--- src/design/tlex_pkg.sv ---
// ----------------------------------------------------------------------------
// tlex_pkg: shared types and constants for the streaming lexer
// Token kinds, result record and sizing of position, length and result queue.
// ----------------------------------------------------------------------------
`default_nettype none

package tlex_pkg;

    localparam int POS_W     = 16;  // internal line/column counters, 8..32
    localparam int LEN_W     = 8;   // internal run length counter, 4..16
    localparam int RES_DEPTH = 4;   // result queue entries, power of two
    localparam int RES_PTR_W = $clog2(RES_DEPTH);
    localparam int RES_CNT_W = $clog2(RES_DEPTH + 1);

    typedef enum logic [4:0] {
        KIND_IDENT   = 5'd0,
        KIND_INT     = 5'd1,
        KIND_FN      = 5'd2,
        KIND_RETURN  = 5'd3,
        KIND_INTEGER = 5'd4,
        KIND_PLUS    = 5'd5,
        KIND_MINUS   = 5'd6,
        KIND_ARROW   = 5'd7,
        KIND_EQUALS  = 5'd8,
        KIND_LPAREN  = 5'd9,
        KIND_RPAREN  = 5'd10,
        KIND_LBRACE  = 5'd11,
        KIND_RBRACE  = 5'd12,
        KIND_SEMI    = 5'd13,
        KIND_COMMA   = 5'd14,
        KIND_INVALID = 5'd15,
        KIND_EOF     = 5'd16
    } kind_t;

    typedef enum logic [3:0] {
        MODE_IDLE    = 4'b0001,
        MODE_IDENT   = 4'b0010,
        MODE_INTEGER = 4'b0100,
        MODE_MINUS   = 4'b1000
    } mode_t;

    typedef struct packed {
        kind_t       kind;
        logic [15:0] line;
        logic [15:0] column;
        logic [7:0]  length;
        logic [7:0]  bad;
        logic        last;
    } result_t;

endpackage

`default_nettype wire

--- src/design/token_lexer_stream_unit.sv ---
// ----------------------------------------------------------------------------
// token_lexer_stream_unit: streaming source lexer
// Classifies one byte per cycle and emits tokens with start position and length.
// ----------------------------------------------------------------------------
// Usage
//   Input channel (in_valid / in_stall): one transaction per source byte in
//   char_code, or an end marker with end_of_text set. A zero byte also ends
//   the text. Output channel (out_valid / out_stall): one transaction per
//   token, with kind, start line/column, length, offending byte for invalid
//   tokens, and last_of_run on the final token caused by an input byte.
//   Order: a byte is registered on accept, lexed once the queue has room, and
//   its tokens are then written to the result queue that feeds the output.
//   Throughput: one byte per cycle. A byte produces at most two tokens; the
//   four-entry result queue lets lexing continue while up to two tokens wait,
//   so the rate drops below one byte per cycle only while the receiver stalls
//   or the queue drains a two-token burst.
//   Stall: in_stall rises when the queue has fewer than two free entries and
//   a byte is waiting; queued tokens stay stable until taken.
//   Reset: lexer returns to idle at line 1, column 1, queue empty. After an
//   end-of-file token the lexer also returns to idle at line 1, column 1.
// ----------------------------------------------------------------------------
`default_nettype none

module token_lexer_stream_unit
    import tlex_pkg::*;
(
    input  wire logic        clk,
    input  wire logic        rst_n,
    input  wire logic        in_valid,
    output logic             in_stall,
    input  wire logic [7:0]  char_code,
    input  wire logic        end_of_text,
    output logic             out_valid,
    input  wire logic        out_stall,
    output logic [4:0]       token_kind,
    output logic [15:0]      start_line,
    output logic [15:0]      start_column,
    output logic [7:0]       token_length,
    output logic [7:0]       invalid_byte,
    output logic             last_of_run
);

    localparam logic [7:0] CH_NL    = 8'h0A;
    localparam logic [7:0] CH_SPACE = 8'h20;
    localparam logic [7:0] CH_PLUS  = 8'h2B;
    localparam logic [7:0] CH_MINUS = 8'h2D;
    localparam logic [7:0] CH_EQ    = 8'h3D;
    localparam logic [7:0] CH_GT    = 8'h3E;
    localparam logic [7:0] CH_LPAR  = 8'h28;
    localparam logic [7:0] CH_RPAR  = 8'h29;
    localparam logic [7:0] CH_LBRC  = 8'h7B;
    localparam logic [7:0] CH_RBRC  = 8'h7D;
    localparam logic [7:0] CH_SEMI  = 8'h3B;
    localparam logic [7:0] CH_COMMA = 8'h2C;
    localparam logic [7:0] CH_UNDER = 8'h5F;

    localparam logic [POS_W-1:0] POS_MAX = '1;
    localparam logic [POS_W-1:0] POS_ONE = POS_W'(1);
    localparam logic [LEN_W-1:0] LEN_MAX = '1;

    // keyword spelling by character index
    function automatic logic [7:0] kw_int_char(input logic [LEN_W-1:0] idx);
        logic [7:0] ch;
        unique case (idx)
            LEN_W'(0): ch = 8'h69;  // i
            LEN_W'(1): ch = 8'h6E;  // n
            LEN_W'(2): ch = 8'h74;  // t
            default:   ch = 8'h00;
        endcase
        return ch;
    endfunction

    function automatic logic [7:0] kw_fn_char(input logic [LEN_W-1:0] idx);
        logic [7:0] ch;
        unique case (idx)
            LEN_W'(0): ch = 8'h66;  // f
            LEN_W'(1): ch = 8'h6E;  // n
            default:   ch = 8'h00;
        endcase
        return ch;
    endfunction

    function automatic logic [7:0] kw_ret_char(input logic [LEN_W-1:0] idx);
        logic [7:0] ch;
        unique case (idx)
            LEN_W'(0): ch = 8'h72;  // r
            LEN_W'(1): ch = 8'h65;  // e
            LEN_W'(2): ch = 8'h74;  // t
            LEN_W'(3): ch = 8'h75;  // u
            LEN_W'(4): ch = 8'h72;  // r
            LEN_W'(5): ch = 8'h6E;  // n
            default:   ch = 8'h00;
        endcase
        return ch;
    endfunction

    // zero never matches: end bytes never reach the keyword check
    function automatic logic [2:0] kw_check(input logic [2:0] alive,
                                            input logic [LEN_W-1:0] idx,
                                            input logic [7:0] ch);
        logic [2:0] res;
        res[0] = alive[0] && (kw_int_char(idx) == ch);
        res[1] = alive[1] && (kw_fn_char(idx) == ch);
        res[2] = alive[2] && (kw_ret_char(idx) == ch);
        return res;
    endfunction

    function automatic kind_t ident_kind(input logic [2:0] alive,
                                         input logic [LEN_W-1:0] len);
        kind_t k;
        priority if (alive[0] && len == LEN_W'(3)) k = KIND_INT;
        else if (alive[1] && len == LEN_W'(2))     k = KIND_FN;
        else if (alive[2] && len == LEN_W'(6))     k = KIND_RETURN;
        else                                       k = KIND_IDENT;
        return k;
    endfunction

    function automatic logic [15:0] pos_out(input logic [POS_W-1:0] v);
        logic [31:0] w;
        w = 32'(v);
        return (w > 32'd65535) ? 16'hFFFF : w[15:0];
    endfunction

    function automatic logic [7:0] len_out(input logic [LEN_W-1:0] v);
        logic [15:0] w;
        w = 16'(v);
        return (w > 16'd255) ? 8'hFF : w[7:0];
    endfunction

    // input register
    logic       in_valid_reg, in_valid_next;
    logic [7:0] char_reg;
    logic       end_reg;

    // lexer state
    mode_t            mode_reg, mode_next;
    logic [POS_W-1:0] cur_line_reg, cur_line_next;
    logic [POS_W-1:0] cur_col_reg, cur_col_next;
    logic [POS_W-1:0] tok_line_reg, tok_line_next;
    logic [POS_W-1:0] tok_col_reg, tok_col_next;
    logic [LEN_W-1:0] run_reg, run_next;
    logic [2:0]       alive_reg, alive_next;

    // result queue
    result_t                fifo_reg [RES_DEPTH];
    logic [RES_PTR_W-1:0]   wr_ptr_reg, wr_ptr_next;
    logic [RES_PTR_W-1:0]   rd_ptr_reg, rd_ptr_next;
    logic [RES_CNT_W-1:0]   count_reg, count_next;

    logic             commit, accept, pop;
    logic             is_end, is_alpha, is_digit, is_word, is_space;
    logic [POS_W-1:0] adv_line, adv_col;
    logic [LEN_W-1:0] run_inc;
    logic             pend_emit, sec_emit, done;
    result_t          pend_res, sec_res, first_res, second_res;
    logic [1:0]       push_n;

    assign commit   = in_valid_reg && (count_reg <= RES_CNT_W'(RES_DEPTH - 2));
    assign in_stall = in_valid_reg && !commit;
    assign accept   = in_valid && !in_stall;
    assign pop      = out_valid && !out_stall;

    assign is_end   = end_reg || (char_reg == 8'h00);
    assign is_alpha = (char_reg >= 8'h61 && char_reg <= 8'h7A) ||
                      (char_reg >= 8'h41 && char_reg <= 8'h5A);
    assign is_digit = (char_reg >= 8'h30 && char_reg <= 8'h39);
    assign is_word  = is_alpha || is_digit || (char_reg == CH_UNDER);
    assign is_space = (char_reg == CH_SPACE) || (char_reg >= 8'h09 && char_reg <= 8'h0D);

    // position after consuming the current byte
    always_comb
    begin
        if (char_reg == CH_NL)
        begin
            adv_line = (cur_line_reg < POS_MAX) ? cur_line_reg + POS_ONE : cur_line_reg;
            adv_col  = POS_ONE;
        end
        else
        begin
            adv_line = cur_line_reg;
            adv_col  = (cur_col_reg < POS_MAX) ? cur_col_reg + POS_ONE : cur_col_reg;
        end
    end

    assign run_inc = (run_reg < LEN_MAX) ? run_reg + LEN_W'(1) : run_reg;

    always_comb
    begin
        mode_next     = mode_reg;
        cur_line_next = cur_line_reg;
        cur_col_next  = cur_col_reg;
        tok_line_next = tok_line_reg;
        tok_col_next  = tok_col_reg;
        run_next      = run_reg;
        alive_next    = alive_reg;
        pend_emit     = 1'b0;
        sec_emit      = 1'b0;
        done          = 1'b0;

        pend_res        = '0;
        pend_res.kind   = KIND_IDENT;
        pend_res.line   = pos_out(tok_line_reg);
        pend_res.column = pos_out(tok_col_reg);
        pend_res.length = len_out(run_reg);

        sec_res         = '0;
        sec_res.kind    = KIND_INVALID;
        sec_res.line    = pos_out(cur_line_reg);
        sec_res.column  = pos_out(cur_col_reg);
        sec_res.length  = 8'd1;

        if (commit)
        begin
            // close or extend the pending token
            unique case (mode_reg)
                MODE_IDENT:
                begin
                    if (!is_end && is_word)
                    begin
                        alive_next    = kw_check(alive_reg, run_reg, char_reg);
                        run_next      = run_inc;
                        cur_line_next = adv_line;
                        cur_col_next  = adv_col;
                        done          = 1'b1;
                    end
                    else
                    begin
                        pend_emit     = 1'b1;
                        pend_res.kind = ident_kind(alive_reg, run_reg);
                        mode_next     = MODE_IDLE;
                    end
                end
                MODE_INTEGER:
                begin
                    if (!is_end && is_digit)
                    begin
                        run_next      = run_inc;
                        cur_line_next = adv_line;
                        cur_col_next  = adv_col;
                        done          = 1'b1;
                    end
                    else
                    begin
                        pend_emit     = 1'b1;
                        pend_res.kind = KIND_INTEGER;
                        mode_next     = MODE_IDLE;
                    end
                end
                MODE_MINUS:
                begin
                    mode_next = MODE_IDLE;
                    pend_emit = 1'b1;
                    if (!is_end && char_reg == CH_GT)
                    begin
                        pend_res.kind   = KIND_ARROW;
                        pend_res.length = len_out(LEN_W'(2));
                        cur_line_next   = adv_line;
                        cur_col_next    = adv_col;
                        done            = 1'b1;
                    end
                    else
                    begin
                        pend_res.kind   = KIND_MINUS;
                        pend_res.length = len_out(LEN_W'(1));
                    end
                end
                default: ;
            endcase

            // lex the byte itself
            if (!done)
            begin
                priority if (is_end)
                begin
                    sec_emit       = 1'b1;
                    sec_res.kind   = KIND_EOF;
                    sec_res.length = 8'd0;
                    mode_next      = MODE_IDLE;
                    cur_line_next  = POS_ONE;
                    cur_col_next   = POS_ONE;
                    tok_line_next  = POS_ONE;
                    tok_col_next   = POS_ONE;
                    run_next       = '0;
                    alive_next     = 3'b111;
                end
                else if (is_space)
                begin
                    cur_line_next = adv_line;
                    cur_col_next  = adv_col;
                end
                else if (is_alpha || char_reg == CH_UNDER || is_digit || char_reg == CH_MINUS)
                begin
                    if (is_digit)
                    begin
                        mode_next  = MODE_INTEGER;
                        alive_next = 3'b111;
                    end
                    else if (char_reg == CH_MINUS)
                    begin
                        mode_next  = MODE_MINUS;
                        alive_next = 3'b111;
                    end
                    else
                    begin
                        mode_next  = MODE_IDENT;
                        alive_next = kw_check(3'b111, '0, char_reg);
                    end
                    tok_line_next = cur_line_reg;
                    tok_col_next  = cur_col_reg;
                    run_next      = LEN_W'(1);
                    cur_line_next = adv_line;
                    cur_col_next  = adv_col;
                end
                else
                begin
                    sec_emit = 1'b1;
                    unique case (char_reg)
                        CH_PLUS:  sec_res.kind = KIND_PLUS;
                        CH_EQ:    sec_res.kind = KIND_EQUALS;
                        CH_LPAR:  sec_res.kind = KIND_LPAREN;
                        CH_RPAR:  sec_res.kind = KIND_RPAREN;
                        CH_LBRC:  sec_res.kind = KIND_LBRACE;
                        CH_RBRC:  sec_res.kind = KIND_RBRACE;
                        CH_SEMI:  sec_res.kind = KIND_SEMI;
                        CH_COMMA: sec_res.kind = KIND_COMMA;
                        default:
                        begin
                            sec_res.kind = KIND_INVALID;
                            sec_res.bad  = char_reg;
                        end
                    endcase
                    cur_line_next = adv_line;
                    cur_col_next  = adv_col;
                end
            end
        end
    end

    always_comb
    begin
        push_n          = {1'b0, pend_emit} + {1'b0, sec_emit};
        first_res       = pend_emit ? pend_res : sec_res;
        first_res.last  = !(pend_emit && sec_emit);
        second_res      = sec_res;
        second_res.last = 1'b1;
        wr_ptr_next     = wr_ptr_reg + RES_PTR_W'(push_n);
        rd_ptr_next     = rd_ptr_reg + RES_PTR_W'(pop);
        count_next      = count_reg + RES_CNT_W'(push_n) - RES_CNT_W'(pop);
        in_valid_next   = accept ? 1'b1 : (commit ? 1'b0 : in_valid_reg);
    end

    always_ff @(posedge clk or negedge rst_n)
    begin
        if (!rst_n)
        begin
            in_valid_reg <= 1'b0;
            mode_reg     <= MODE_IDLE;
            cur_line_reg <= POS_ONE;
            cur_col_reg  <= POS_ONE;
            tok_line_reg <= POS_ONE;
            tok_col_reg  <= POS_ONE;
            run_reg      <= '0;
            alive_reg    <= 3'b111;
            wr_ptr_reg   <= '0;
            rd_ptr_reg   <= '0;
            count_reg    <= '0;
        end
        else
        begin
            in_valid_reg <= in_valid_next;
            mode_reg     <= mode_next;
            cur_line_reg <= cur_line_next;
            cur_col_reg  <= cur_col_next;
            tok_line_reg <= tok_line_next;
            tok_col_reg  <= tok_col_next;
            run_reg      <= run_next;
            alive_reg    <= alive_next;
            wr_ptr_reg   <= wr_ptr_next;
            rd_ptr_reg   <= rd_ptr_next;
            count_reg    <= count_next;
        end
    end

    always_ff @(posedge clk)
    begin
        if (accept)
        begin
            char_reg <= char_code;
            end_reg  <= end_of_text;
        end
        if (push_n != 2'd0)
        begin
            fifo_reg[wr_ptr_reg] <= first_res;
        end
        if (push_n == 2'd2)
        begin
            fifo_reg[wr_ptr_reg + RES_PTR_W'(1)] <= second_res;
        end
    end

    assign out_valid    = (count_reg != '0);
    assign token_kind   = fifo_reg[rd_ptr_reg].kind;
    assign start_line   = fifo_reg[rd_ptr_reg].line;
    assign start_column = fifo_reg[rd_ptr_reg].column;
    assign token_length = fifo_reg[rd_ptr_reg].length;
    assign invalid_byte = fifo_reg[rd_ptr_reg].bad;
    assign last_of_run  = fifo_reg[rd_ptr_reg].last;

endmodule

`default_nettype wire

--- config.mk ---
export PLATFORM = sky130hd
export DESIGN_NAME = token_lexer_stream_unit
export DESIGN_NICKNAME = d
export VERILOG_FILES = /design/src/design/tlex_pkg.sv /design/src/design/token_lexer_stream_unit.sv
export SDC_FILE = /design/constraint.sdc
export NUM_CORES = 1
export LEC_CHECK = 0
export BUFFER_PORTS_ARGS = -buffer_cell sky130_fd_sc_hd__buf_2
export CORE_MARGIN = 5
export CORE_UTILIZATION = 48
export CTS_CLUSTER_SIZE = 8
export DETAILED_ROUTE_END_ITERATION = 12
export PLACE_DENSITY = 0.74
export SLEW_MARGIN = 20
export SYNTH_ARGS = -nofsm -noshare
export SYNTH_HDL_FRONTEND = slang
export SYNTH_SLANG_ARGS = --single-unit
--- constraint.sdc ---
create_clock -name clk -period 6.1 [get_ports clk]
set_input_delay 0.305 -clock clk [delete_from_list [all_inputs] [get_ports clk]]
set_output_delay 0.305 -clock clk [all_outputs]
set_load 0.01 [all_outputs]
; ---- Word level (Yosys, flattened, before mapping)
; Memory sizes are Yosys's and may differ from the RTL's.
; Index checks and enable logic that the tools add are counted.
[word_totals]
register_bits = 96
ram_bits = 216
output_inout_bits = 56
elab_cells = 236
mem_count = 1
[classes]
add_sub_neg = 9
magnitude_cmp = 12
n_eq_ne = 34
n_mux = 125
bitwise = 1
reduce_logical = 41
[memory_table]
columns = memory, words, width, read_ports, rd_ports_with_merged_regs, wr, line
row1 = fifo_reg, 4, 54, 1, 0, 2, token_lexer_stream_unit.sv:145  ; result_t fifo_reg [RES_DEPTH];
[op_table]
columns = operator, count
row1 = $mux W8, 43
row2 = $mux W16, 20
row3 = $pmux W16 S3, 2
row4 = $eq A8 B6 Y1 const B, 9
row5 = $mux W54, 1
row6 = $eq A8 B8 Y1, 6
row7 = $mux W4, 10
row8 = $pmux W7 S5, 1
row9 = $add A16 B1 Y16 const B, 2
row10 = $lt A16 B16 Y1 const B, 2
row11 = $pmux W4 S8, 1
row12 = $mux W3, 10
row13 = $eq A8 B3 Y1 const B, 3
row14 = $eq A8 B7 Y1 const B, 3
row15 = $pmux W7 S3, 1
row16 = $mux W1, 20
row17 = $logic_and A1 B1 Y1, 18
row18 = $mux W9, 2
row19 = $eq A8 B2 Y1 const B, 2
row20 = $ge A8 B7 Y1 const B, 2
row21 = $le A8 B7 Y1 const B, 2
row22 = $logic_not A8 Y1, 2
row23 = $pmux W8 S2, 1
row24 = $mux W5, 3
row25 = 36 further kinds, 56

; ---- Longest topological paths before layout
[logic_depth]
ltp_word = 18
ltp_mapped = 17
depth_no_buf = 15

; ---- Worst setup path before layout
; Ideal clock, no wire load.
[synth_timing]
kind = register to register
from = register char_reg[1]
to = memory fifo_reg[0][17] (netlist bit), enable pin
setup_ps = 401
arrival_ps = 3834
required_ps = 5699
path_slack_ps = 1865
path_stages_with_launch = 12
n_path_buf = 1
synth_period_minus_slack_ps = 4235
cell_sequence = edfxtp_1 -> or4_4 -> o221ai_2 -> o211ai_2 -> nor4_4 -> or2_1 -> buf_6 -> inv_6 -> ha_1 -> nor3_1 -> nor2_1 -> inv_1
[synth_lines]
columns = element, line
row1 = "start, declared", token_lexer_stream_unit.sv:132  ; logic [7:0] char_reg;
row2 = "start signal, assigned", token_lexer_stream_unit.sv:388  ; char_reg <= char_code;
row3 = "end, declared", token_lexer_stream_unit.sv:145

==> out/metrics.yaml <==
status:
  status: "finished clean"
routing:
  postRouteAntennaNets: 0
  routed_wl_mm: 39.5
  first_pass_iters: 5
  viasPerCell: 6.15
  route.detailed.drc: 0
  drt-initial-drc-count: 977
  wl_per_cell_um: 22.0
  vias: 11028
floorplanning:
  die_h_um: 191
  die_w_um: 191
  coreArea_mm2: 0.0324
  start_util_pct: 48.3
  dieArea_mm2: 0.0363
  ioPinCount: 69
  num_rows: 66
global_routing:
  grt_pass1_vias: 11094
  grt_pass1_wl_mm: 62.9
  grt_max_degree: 69
  grtUsageTotal_pct: 21.8
  overflow: 0
  grt_antenna_before_repair: 0
clock_tree:
  cts.sink_count: 312
  cts_buffers: 44
  clk_pin_slew_ns: 0.05
  clk_latency_ns: 0.55
  cts_tree: "built"
  h-tree-depth: 2
  root_buffer: "clkbuf_16"
  cts_buffer_depth: 3
  post-cts-setup-buffer-count: 0
sta:
  setup_viol: 0
  skew_ns: 0.0233
  worst_slew_pin_slew_ns: 1.05
  fin_ws_ns: 1.12
  slew_headroom_pct: 30.0
  slew_viol_final: 0
  fin_setup_tns_ns: 0
  final.min_clock_period_ns: 4.98
  rsz0062_at_grt: "no"
  fmax_ghz: 0.201
  hold_viol: 0
  min_period_over_period_pct: 81.6
worst_setup_path:
  critPathLaunchType: "flop"
  worstPathMaxFanout: 24
  endpoint_kind: "flop"
  critical_path_class: "flop to flop"
  required_ns: 6.33
  worstPathArrival_ns: 5.20
synthesis:
  synth_top_area_share_pct: 37.1
  synth_ff_type: "edfxtp_1"
  yosysTopAreaCell: "edfxtp_1"
  ys_warn_count: 0
  yosysMostFrequentCell: "edfxtp_1"
  synth_cell_types: 88
  netlist_instances: 1282
  netlist_area_mm2: 0.0156
  synth_edf_count: 193
  synthTopCellsByArea: "edfxtp_1 (37%), dfrtp_1 (13%), a22o_1 (8.8%)"
  seq_area_frac_synth_pct: 55.1
  syn_nets: 1309
  synth_common_cells: "edfxtp_1 (193), a22o_1 (157), nand2_1 (126), nor2_1 (103), dfrtp_1 (79)"
  ys_async_sr_fraction_pct: 27.9
  synth-seq-cells: 312
  avgSynthCellArea_um2: 12.2
place:
  io_buffers: 68
  place_hpwl_mm: 24.9
  pre_cts_ws_ns: 1.20
  gp_congestion: 0.872
final_layout:
  area_growth_syn_to_layout_pct: 12.6
  largest_register_ffs: 216
  drive_gt1_share_pct: 18.0
  nNetsFinal: 1343
  insertedDiodeCount: 0
power:
  p_per_area_mw_per_mm2: 446
  vdd_ir_drop_max_mv: 0.229
  p_leak_uw: 0.00645
min_path:
  hold_class: "input port to async pin"
run:
  maxCapViolCount: 0
[placed cells by master, fill, tap and decap left out, types with 10 or more instances in the layout]
master,netlist,routed
xnor2_1,15,15
or3_1,14,14
o21ai_0,54,54
a31oi_1,12,12
xor2_1,16,16
buf_4,2,15
dlygate4sd3_1,0,11
ha_1,13,13
o22ai_1,12,12
nor2_1,103,103
nand3_1,27,27
a22o_1,157,157
buf_2,9,67
nand2_1,126,126
and3_1,12,12
dfrtp_1,79,77
inv_1,23,19
and2_1,10,10
clkbuf_16,0,45
mux4_2,54,54
dfxtp_1,32,32
clkbuf_1,67,35
edfxtp_1,193,193
a21oi_1,36,35
nand4_1,20,20
nor3_1,21,21
[metrics by stage]
step	cell area, um2	instances	hold slack [ns]	power (uW)	utilization (%)
after floorplan	15600	1282	0.00941	4690	-
after global placement	16200	1701	0.208	5550	50.0
after detailed placement	16200	1701	0.210	5600	50.0
after CTS	17600	1794	0.193	7900	54.4
after global routing	17600	1794	0.208	8220	54.4
final	17600	1794	0.193	7860	54.4
[metal layers]
metal / up-vias / global-route usage (%) / part of all wire [%]
met5: - / 0 / 0
met4: 0 / 6.55 / 2.3
met3: 74 / 4.12 / 8.0
met2: 521 / 36.5 / 48
met1: 5412 / 29.3 / 41
li1: 5021 / - / -
[worst paths after layout]
check,startpoint,end,slack [ns],cells after the start
max,char_reg[0]$_DFFE_PP_,fifo_reg[2][2]$_DFFE_PP_,1.12,13
min,rst_n,count_reg[0]$_DFF_PN0_,0.19,2
max reg2reg,char_reg[0]$_DFFE_PP_,fifo_reg[2][2]$_DFFE_PP_,1.12,13
min reg2reg,rd_ptr_reg[1]$_DFF_PN0_,rd_ptr_reg[1]$_DFF_PN0_,0.46,1
max in group asynchronous,rst_n,tok_col_reg[5]$_DFFE_PN0P_,4.64,3
min in group clk,out_stall,rd_ptr_reg[0]$_DFF_PN0_,0.21,3
[layout make-up]
| type | instances | area, um2 |
|---|---|---|
| Inverter | 25 | 98.8 |
| Fill cell | 2704 | 14800 |
| Tap cell | 442 | 553 |
| Clock buffer | 80 | 1260 |
| Timing Repair Buffer | 99 | 678 |
| Sequential cell | 312 | 8630 |
| Clock inverter | 2 | 40.0 |
| Multi-Input combinational cell | 834 | 6350 |
[critical path: stages, from the launching register on]
cell	delay, ns
edfxtp_1	0.68
or4_4	0.66
o221ai_2	0.22
o211ai_2	0.21
nor4_4	0.46
or2_1	0.42
inv_6	0.15
ha_1	0.29
inv_1	0.12
nand2_1	0.10
nor2_1	0.27
a21oi_1	0.22
inv_2	0.57
buf_12	0.29
[cell families (layout without fill, tap and decap cells)]
logic type	Yosys count	count (layout)	share of synthesized area, %
and+or+nand+nor	389	389	12.7
muxes	60	60	8.17
DFF	312	312	55.1
xor gates and xnor gates	31	31	1.74
AOI/OAI and AO/OA	340	340	16.7
buffers and inverters	136	206	4.42
adders and majority gates	14	14	1.17
[report_power, final]
| part | leakage, uW | switching [uW] | internal [uW] |
|---|---|---|---|
| Combinational | 0.00261 | 1570 | 959 |
| Sequential | 0.00322 | 318 | 2720 |
| Clock | 0.000615 | 903 | 1390 |
[repair_timing]
item | CTS | global route
hold buffers | 11 | 0
hold endpoints to repair | 29 | 0
resized for setup | 0 | 0
Power figures use the tool's default switching activity.
